**src/hdl/trsc_pkg.sv**
```systemverilog
package trsc_pkg;

    localparam int SYM_W         = 6;
    localparam int TABLE_DEPTH   = 64;
    localparam int ALPHABET_SIZE = 37;

    // Rotor stepping thresholds on the character count
    localparam int STEP_ONE_FROM   = 4;
    localparam int STEP_TWO_FROM   = 8;
    localparam int STEP_THREE_FROM = 12;
    localparam int COUNT_W         = 4;

    localparam int QUEUE_DEPTH = 8;
    localparam int QUEUE_AW    = $clog2(QUEUE_DEPTH);
    localparam int QUEUE_CW    = $clog2(QUEUE_DEPTH + 1);

    localparam int APB_AW = 4;
    localparam int APB_DW = 32;

    typedef logic [SYM_W-1:0] sym_t;

    typedef enum logic [1:0] {
        OP_LOAD    = 2'd0,
        OP_ENCRYPT = 2'd1,
        OP_DECRYPT = 2'd2
    } op_t;

    typedef enum logic [1:0] {
        ROTOR_ONE   = 2'd0,
        ROTOR_TWO   = 2'd1,
        ROTOR_THREE = 2'd2
    } rotor_t;

    typedef enum logic [1:0] {
        REG_KEY_ONE   = 2'd0,
        REG_KEY_TWO   = 2'd1,
        REG_KEY_THREE = 2'd2
    } reg_idx_t;

    typedef struct packed {
        sym_t one;
        sym_t two;
        sym_t three;
    } offs_t;

    // Reduce any raw 6-bit value into the alphabet by a single compare and subtract
    function automatic sym_t wrap_sym(sym_t v);
        sym_t r;
        r = v;
        for (int i = 0; i < TABLE_DEPTH / ALPHABET_SIZE; i++)
        begin
            if (r >= SYM_W'(ALPHABET_SIZE))
                r = r - SYM_W'(ALPHABET_SIZE);
        end
        return r;
    endfunction

    // Both operands already below the alphabet size
    function automatic sym_t add_mod(sym_t a, sym_t b);
        logic [SYM_W:0] s;
        s = {1'b0, a} + {1'b0, b};
        return (s >= (SYM_W+1)'(ALPHABET_SIZE)) ? SYM_W'(s - (SYM_W+1)'(ALPHABET_SIZE))
                                                  : SYM_W'(s);
    endfunction

    function automatic sym_t sub_mod(sym_t a, sym_t b);
        logic [SYM_W:0] s;
        s = {1'b0, a} + (SYM_W+1)'(ALPHABET_SIZE) - {1'b0, b};
        return (a >= b) ? (a - b) : SYM_W'(s);
    endfunction

endpackage

```
**src/hdl/trsc_ram.sv**
```systemverilog
module trsc_ram (
    input  logic               clk,
    input  logic               we,
    input  trsc_pkg::sym_t     waddr,
    input  trsc_pkg::sym_t     wdata,
    input  trsc_pkg::sym_t     raddr,
    output trsc_pkg::sym_t     rdata
);
    import trsc_pkg::*;

    sym_t mem [TABLE_DEPTH];

    always_ff @(posedge clk)
    begin
        if (we)
        begin
            mem[waddr] <= wdata;
        end
        rdata <= mem[raddr];
    end

endmodule

```
**src/hdl/trsc_offsets.sv**
```systemverilog
module trsc_offsets (
    input  logic            clk,
    input  logic            rst_n,
    input  logic            step,
    input  logic            first,
    input  trsc_pkg::offs_t keys,
    output trsc_pkg::offs_t offs_use
);
    import trsc_pkg::*;

    offs_t              offs_reg;
    logic [COUNT_W-1:0] count_reg;
    offs_t              base;
    logic [COUNT_W-1:0] count_base;
    logic [COUNT_W-1:0] count_next;

    always_comb
    begin
        if (first)
        begin
            base.one   = wrap_sym(keys.one);
            base.two   = wrap_sym(keys.two);
            base.three = wrap_sym(keys.three);
            count_base = '0;
        end
        else
        begin
            base       = offs_reg;
            count_base = count_reg;
        end

        // Step the rotors before this character
        offs_use.one   = (count_base >= COUNT_W'(STEP_ONE_FROM))
                       ? add_mod(base.one, SYM_W'(1)) : base.one;
        offs_use.two   = (count_base >= COUNT_W'(STEP_TWO_FROM))
                       ? add_mod(base.two, SYM_W'(1)) : base.two;
        offs_use.three = (count_base >= COUNT_W'(STEP_THREE_FROM))
                       ? add_mod(base.three, SYM_W'(1)) : base.three;

        count_next = (count_base < COUNT_W'(STEP_THREE_FROM)) ? count_base + 1'b1 : count_base;
    end

    always_ff @(posedge clk or negedge rst_n)
    begin
        if (!rst_n)
        begin
            offs_reg  <= '0;
            count_reg <= '0;
        end
        else if (step)
        begin
            offs_reg  <= offs_use;
            count_reg <= count_next;
        end
    end

endmodule

```
**src/hdl/trsc_queue.sv**
```systemverilog
module trsc_queue (
    input  logic           clk,
    input  logic           rst_n,
    input  logic           reserve,
    input  logic           push,
    input  trsc_pkg::sym_t push_data,
    input  logic           take,
    output logic           has_room,
    output logic           valid,
    output trsc_pkg::sym_t data
);
    import trsc_pkg::*;

    sym_t                mem [QUEUE_DEPTH];
    logic [QUEUE_AW-1:0] wr_ptr_reg;
    logic [QUEUE_AW-1:0] rd_ptr_reg;
    logic [QUEUE_CW-1:0] fill_reg;
    logic [QUEUE_CW-1:0] fill_next;
    logic [QUEUE_CW-1:0] credit_reg;
    logic [QUEUE_CW-1:0] credit_next;
    logic                pop;

    assign valid    = (fill_reg != '0);
    assign data     = mem[rd_ptr_reg];
    assign pop      = valid && take;
    // Credits cover results still in the pipeline as well as those held here
    assign has_room = (credit_reg != QUEUE_CW'(QUEUE_DEPTH));

    always_comb
    begin
        fill_next   = fill_reg + QUEUE_CW'(push) - QUEUE_CW'(pop);
        credit_next = credit_reg + QUEUE_CW'(reserve) - QUEUE_CW'(pop);
    end

    always_ff @(posedge clk)
    begin
        if (push)
        begin
            mem[wr_ptr_reg] <= push_data;
        end
    end

    always_ff @(posedge clk or negedge rst_n)
    begin
        if (!rst_n)
        begin
            wr_ptr_reg <= '0;
            rd_ptr_reg <= '0;
            fill_reg   <= '0;
            credit_reg <= '0;
        end
        else
        begin
            if (push)
            begin
                wr_ptr_reg <= wr_ptr_reg + 1'b1;
            end
            if (pop)
            begin
                rd_ptr_reg <= rd_ptr_reg + 1'b1;
            end
            fill_reg   <= fill_next;
            credit_reg <= credit_next;
        end
    end

endmodule

```
**src/hdl/three_rotor_substitution_cipher.sv**
```systemverilog
// Channel   Signals                                       Moves
// request   request_valid/ready, operation, first,        load, encrypt or decrypt
//           rotor_select, table_index, symbol
// result    result_valid/ready, result_symbol             one symbol per en/decrypt
// config    psel, penable, pwrite, paddr, pwdata,         three rotor keys
//           prdata, pready
//
// One request per cycle. A result passes the three rotor lookups, one registered table
// read per stage, before it enters the result queue.
// Each rotor table is read once and written once per cycle, at a fixed stage.
// A result queue of eight entries decouples the output; requests stall only when
// its credits run out. Reset clears keys, offsets, count and the queue; rotor
// tables hold nothing defined until loaded.
module three_rotor_substitution_cipher (
    input  logic                           clk,
    input  logic                           rst_n,

    input  logic                           request_valid,
    output logic                           request_ready,
    input  logic [1:0]                     operation,
    input  logic                           first,
    input  logic [1:0]                     rotor_select,
    input  trsc_pkg::sym_t                 table_index,
    input  trsc_pkg::sym_t                 symbol,

    output logic                           result_valid,
    input  logic                           result_ready,
    output trsc_pkg::sym_t                 result_symbol,

    input  logic                           psel,
    input  logic                           penable,
    input  logic                           pwrite,
    input  logic [trsc_pkg::APB_AW-1:0]    paddr,
    input  logic [trsc_pkg::APB_DW-1:0]    pwdata,
    output logic [trsc_pkg::APB_DW-1:0]    prdata,
    output logic                           pready
);
    import trsc_pkg::*;

    typedef struct packed {
        op_t        op;
        logic [1:0] sel;
        sym_t       idx;
        sym_t       val;
        offs_t      offs;
    } stage_t;

    sym_t   key_one_reg;
    sym_t   key_two_reg;
    sym_t   key_three_reg;
    offs_t  keys;
    offs_t  offs_use;

    op_t    op_in;
    logic   accept;
    logic   res_accept;
    logic   known_op;

    logic [2:0] live_reg;
    stage_t     p1_reg;
    stage_t     p2_reg;
    stage_t     p3_reg;
    stage_t     p1_next;

    logic   load_in;
    logic   load_p1;
    logic   load_p2;

    sym_t   fwd0_addr, fwd1_addr, fwd2_addr;
    sym_t   inv0_addr, inv1_addr;
    sym_t   fwd0_q, fwd1_q, fwd2_q;
    sym_t   inv0_q, inv1_q, inv2_q;

    logic   push;
    sym_t   res_value;

    // Configuration
    assign pready = 1'b1;

    always_ff @(posedge clk or negedge rst_n)
    begin
        if (!rst_n)
        begin
            key_one_reg   <= '0;
            key_two_reg   <= '0;
            key_three_reg <= '0;
        end
        else if (psel && penable && pwrite)
        begin
            case (paddr[3:2])
                REG_KEY_ONE:   key_one_reg   <= pwdata[SYM_W-1:0];
                REG_KEY_TWO:   key_two_reg   <= pwdata[SYM_W-1:0];
                REG_KEY_THREE: key_three_reg <= pwdata[SYM_W-1:0];
                default:       ;
            endcase
        end
    end

    always_comb
    begin
        case (paddr[3:2])
            REG_KEY_ONE:   prdata = APB_DW'(key_one_reg);
            REG_KEY_TWO:   prdata = APB_DW'(key_two_reg);
            REG_KEY_THREE: prdata = APB_DW'(key_three_reg);
            default:       prdata = '0;
        endcase
    end

    assign keys = '{one: key_one_reg, two: key_two_reg, three: key_three_reg};

    // Request decode
    assign op_in      = op_t'(operation);
    assign accept     = request_valid && request_ready;
    assign known_op   = op_in inside {OP_LOAD, OP_ENCRYPT, OP_DECRYPT};
    assign res_accept = accept && (op_in inside {OP_ENCRYPT, OP_DECRYPT});
    assign load_in    = accept && (op_in == OP_LOAD);

    trsc_offsets u_offsets (
        .clk      (clk),
        .rst_n    (rst_n),
        .step     (res_accept),
        .first    (first),
        .keys     (keys),
        .offs_use (offs_use)
    );

    always_comb
    begin
        p1_next.op   = op_in;
        p1_next.sel  = rotor_select;
        p1_next.idx  = table_index;
        p1_next.val  = symbol;
        p1_next.offs = offs_use;
    end

    always_ff @(posedge clk or negedge rst_n)
    begin
        if (!rst_n)
        begin
            live_reg <= '0;
        end
        else
        begin
            live_reg <= {live_reg[1:0], accept && known_op};
        end
    end

    always_ff @(posedge clk)
    begin
        p1_reg <= p1_next;
        p2_reg <= p1_reg;
        p3_reg <= p2_reg;
    end

    assign load_p1 = live_reg[0] && (p1_reg.op == OP_LOAD);
    assign load_p2 = live_reg[1] && (p2_reg.op == OP_LOAD);

    // Lookup addresses: forward tables run rotor one to three, inverse tables three to one
    assign fwd0_addr = sub_mod(wrap_sym(symbol), offs_use.one);
    assign fwd1_addr = sub_mod(wrap_sym(fwd0_q), p1_reg.offs.two);
    assign inv1_addr = add_mod(wrap_sym(inv2_q), p1_reg.offs.three);
    assign fwd2_addr = sub_mod(wrap_sym(fwd1_q), p2_reg.offs.three);
    assign inv0_addr = add_mod(wrap_sym(inv1_q), p2_reg.offs.two);

    // Each table is written at the stage where it is read, so loads keep request order
    trsc_ram u_fwd0 (
        .clk   (clk),
        .we    (load_in && (rotor_select == ROTOR_ONE)),
        .waddr (table_index),
        .wdata (symbol),
        .raddr (fwd0_addr),
        .rdata (fwd0_q)
    );

    trsc_ram u_inv2 (
        .clk   (clk),
        .we    (load_in && (rotor_select == ROTOR_THREE)),
        .waddr (symbol),
        .wdata (table_index),
        .raddr (symbol),
        .rdata (inv2_q)
    );

    trsc_ram u_fwd1 (
        .clk   (clk),
        .we    (load_p1 && (p1_reg.sel == ROTOR_TWO)),
        .waddr (p1_reg.idx),
        .wdata (p1_reg.val),
        .raddr (fwd1_addr),
        .rdata (fwd1_q)
    );

    trsc_ram u_inv1 (
        .clk   (clk),
        .we    (load_p1 && (p1_reg.sel == ROTOR_TWO)),
        .waddr (p1_reg.val),
        .wdata (p1_reg.idx),
        .raddr (inv1_addr),
        .rdata (inv1_q)
    );

    trsc_ram u_fwd2 (
        .clk   (clk),
        .we    (load_p2 && (p2_reg.sel == ROTOR_THREE)),
        .waddr (p2_reg.idx),
        .wdata (p2_reg.val),
        .raddr (fwd2_addr),
        .rdata (fwd2_q)
    );

    trsc_ram u_inv0 (
        .clk   (clk),
        .we    (load_p2 && (p2_reg.sel == ROTOR_ONE)),
        .waddr (p2_reg.val),
        .wdata (p2_reg.idx),
        .raddr (inv0_addr),
        .rdata (inv0_q)
    );

    assign push      = live_reg[2] && (p3_reg.op != OP_LOAD);
    assign res_value = (p3_reg.op == OP_ENCRYPT) ? wrap_sym(fwd2_q)
                                                 : add_mod(wrap_sym(inv0_q), p3_reg.offs.one);

    trsc_queue u_queue (
        .clk       (clk),
        .rst_n     (rst_n),
        .reserve   (res_accept),
        .push      (push),
        .push_data (res_value),
        .take      (result_ready),
        .has_room  (request_ready),
        .valid     (result_valid),
        .data      (result_symbol)
    );

    // A result leaves the pipeline only for an encrypt or decrypt request that went through all its stages
    assert property (@(posedge clk) disable iff (!rst_n)
        push |-> $past(res_accept, 3))
        else $error("result without a matching request");

    assert property (@(posedge clk) disable iff (!rst_n)
        push |-> ({1'b0, res_value} < (SYM_W+1)'(ALPHABET_SIZE)))
        else $error("result symbol outside the alphabet");

    // With all credits used, at least one result must be waiting
    assert property (@(posedge clk) disable iff (!rst_n)
        !request_ready |-> result_valid)
        else $error("request stalled with no result pending");

endmodule
```
**config.mk**
```make
export PLATFORM = sky130hd
export DESIGN_NAME = three_rotor_substitution_cipher
export DESIGN_NICKNAME = d
export VERILOG_FILES = /design/src/hdl/trsc_pkg.sv /design/src/hdl/trsc_ram.sv /design/src/hdl/trsc_offsets.sv /design/src/hdl/trsc_queue.sv /design/src/hdl/three_rotor_substitution_cipher.sv
export SDC_FILE = /design/constraint.sdc
export NUM_CORES = 2
export LEC_CHECK = 0
export ABC_AREA = 1
export BUFFER_PORTS_ARGS = -buffer_cell sky130_fd_sc_hd__buf_2
export CAP_MARGIN = 40
export CORE_MARGIN = 3
export CORE_UTILIZATION = 45
export CTS_CLUSTER_DIAMETER = 200
export CTS_CLUSTER_SIZE = 24
export DETAILED_ROUTE_END_ITERATION = 12
export PLACE_DENSITY_LB_ADDON = 0.2
export SYNTH_ARGS = -nofsm -noshare
export SYNTH_HDL_FRONTEND = slang
export SYNTH_SLANG_ARGS = --single-unit
```
**constraint.sdc**
```tcl
create_clock -name clk -period 5.8 [get_ports clk]
set_input_delay 0.29 -clock clk [delete_from_list [all_inputs] [get_ports clk]]
set_output_delay 0.29 -clock clk [all_outputs]
set_load 0.01 [all_outputs]
```
==> flow_summary.json <==
{
  "fill_cells": 21245,
  "end_kind": "flip-flop",
  "die_w_um": 497,
  "drt_iter0_drc": 6934,
  "path_class": "reg2reg",
  "hold_path.class": "in2reg",
  "drt-total-wl_um": 274000,
  "slew_headroom": 0.384,
  "viasPerCell": 5.46,
  "final_cell_mix": "edfxtp_1, nand2_1, nand3_1",
  "crit_top_cell": "nand3_1",
  "final_common_cell": "edfxtp_1",
  "grt_max_degree": 102,
  "portBuffers": 45,
  "die_height_um": 497,
  "grt_pass1_wl_um": 413000,
  "startpoint_type": "flip-flop",
  "drive_gt1_frac": 0.0590,
  "synthTopCellsByArea": "edfxtp_1, nand3_1, nand2_1, inv_1, o21ai_0",
  "clock_latency_ns": 0.84,
  "async_reset_ff_frac": 0.0226,
  "syn_inst": 9568,
  "dieArea_mm2": 0.247,
  "vias": 69613,
  "cp_slowest_stage_delay_ns": 0.43,
  "top_level_ports": 101,
  "wl_met2_um": 131000,
  "seq_area_frac_synth": 0.686,
  "nNetsFinal": 9668,
  "antenna_found_initial": 14,
  "setup_viol": 0,
  "track_usage": 0.218,
  "synth_flop_cell": "edfxtp_1",
  "worst_pin_slew_ns": 0.918,
  "htree_num_levels": 3,
  "dr_wl_met3_um": 16400,
  "area_growth_syn_to_layout_pct": 7.66,
  "cts_buffer_depth": 3,
  "numCtsBuffers": 115,
  "timing.fmax_ghz": 0.185,
  "dp_cells": 12488,
  "fin_worst_skew_ns": 0.0712,
  "max_cap_violations": 0,
  "core-area_mm2": 0.239,
  "syn_area_mm2": 0.108,
  "placed_cell_area_mm2": 0.112,
  "clkTransAtPathRegs_ns": 0.10,
  "slew_violations": 0,
  "ys_types": 57,
  "status": "complete, no violations",
  "arrival_ns": 6.18,
  "yosysTopAreaCell": "edfxtp_1",
  "top_layer": "met5",
  "cts_tree": "yes",
  "critPathMaxFanout": 14,
  "std_cell_rows": 179,
  "root_buffer": "clkbuf_16",
  "start_util": 0.454,
  "post-route-cell-area_mm2": 0.117,
  "timing.final.crit_share": 0.933,
  "hpwl_um": 168000,
  "postRouteAntennaNets": 0,
  "avgSynthCellArea_um2": 11.3,
  "synth_edf_count": 2352,
  "cp.required_ns": 6.57,
  "grt_pass1_vias": 67477,
  "gp_congestion": 0.873,
  "yosys_warnings": 0,
  "hold_violations": 0,
  "cp_slowest_cell": "dfrtp_2",
  "wl_met1_um": 117000,
  "overflow": 0,
  "drc": 0,
  "min_period_ns": 5.41,
  "fin_cells": 12750,
  "firstDrtPassIters": 9,
  "cts_sinks": 2521,
  "avgRoutedWirePerCell_um": 21.5,
  "yosysTopAreaCellShare": 0.652,
  "ys_seq_elements": 2521
}
critical path, delay by kind of cell (launching register included):
kind	cells	cell delay (ns)
simple gates	20	2.35
flops	1	0.43
buf+inv	9	1.03
compound gates	4	0.48
fa+ha+maj	4	1.02
worst paths after layout:
check / from / endpoint / slack (ns) / cells past startpoint
setup / recovery: key_one_reg[0]$_DFFE_PN0P_ / u_fwd0.rdata[2]$_DFF_P_ / 0.39 / 37
hold / removal: symbol[1] / p1_reg[19]$_DFF_P_ / 0.08 / 2
setup reg to reg: key_one_reg[0]$_DFFE_PN0P_ / u_fwd0.rdata[2]$_DFF_P_ / 0.39 / 37
hold reg to reg: p1_reg[16]$_DFF_P_ / p2_reg[16]$_DFF_P_ / 0.34 / 0
max in group asynchronous: rst_n / u_queue.wr_ptr_reg[1]$_DFFE_PN0P_ / 5.01 / 2
min in group asynchronous: rst_n / u_offsets.offs_reg[0]$_DFFE_PN0P_ / 0.19 / 2
stage by stage:
stage / hold slack (ns) / utilization / setup TNS [ns] / worst slack [ns]
6_report: 0.0832 / 0.488 / 0 / 0.390
5_1_grt: 0.0534 / 0.488 / -0.186 / -0.0499
3_5_place_dp: 0.313 / 0.471 / 0 / 0.000352
3_3_place_gp: 0.317 / 0.469 / 0 / 0.180
4_1_cts: 0.0211 / 0.486 / 0 / 0.0125
2_1_floorplan: -0.00559 / - / 0 / 1.06
cells in the mapped netlist (all sizes together), types with 41 or more instances:
library cell     n
a21oi           46
a221oi          41
a22o            47
a22oi           61
buf            316
clkbuf         172
dfrtp           57
dfxtp          112
edfxtp        2352
ha             104
inv           1266
nand2         1526
nand3         1353
nand4           72
nor2           677
o211ai         244
o21ai          801
o21bai          73
or2             78
xor2            50
logic make-up (layout without fill, tap and decap cells):
kind of cell / count (synthesis) / after routing / share of synthesized area
AND/OR/NAND/NOR: 3738 / 3738 / 0.150
flip-flops: 2521 / 2521 / 0.686
buffers and inverters: 1757 / 1743 / 0.0664
AO/OA/AOI/OAI: 1353 / 1353 / 0.0757
adder cells (fa/ha/maj): 121 / 121 / 0.0152
XOR/XNOR: 76 / 76 / 0.00673
other: 2 / 31 / 0.0000693
routing by layer:
metal,vias to the layer above,track usage
met5,-,0
met2,2232,0.362
li1,32833,-
met4,2,0.0673
met3,397,0.0262
met1,34149,0.301
final cells by class:
type,count,area (um2),area share
Multi-Input combinational cell,5315,27200,0.234
Sequential cell,2521,74300,0.637
Clock buffer,201,3220,0.0276
Clock inverter,8,121,0.00104
Timing Repair Buffer,265,2960,0.0254
Inverter,1269,4770,0.0409
Tap cell,3167,3960,0.0340
Antenna cell,4,10.0,0.0000858
what timing repair did:
item	CTS	global route
endpoints found under the setup margin	2	6
resized for setup	2	38
hold buffers	23	0
buffers inserted	1	13
cloned	2	9
endpoints found under the hold margin	104	0
pin swaps	1	11
Power is left out: the tool's default activity adds up to more than one toggle a clock period on the data nets, which glitch-free logic cannot reach.
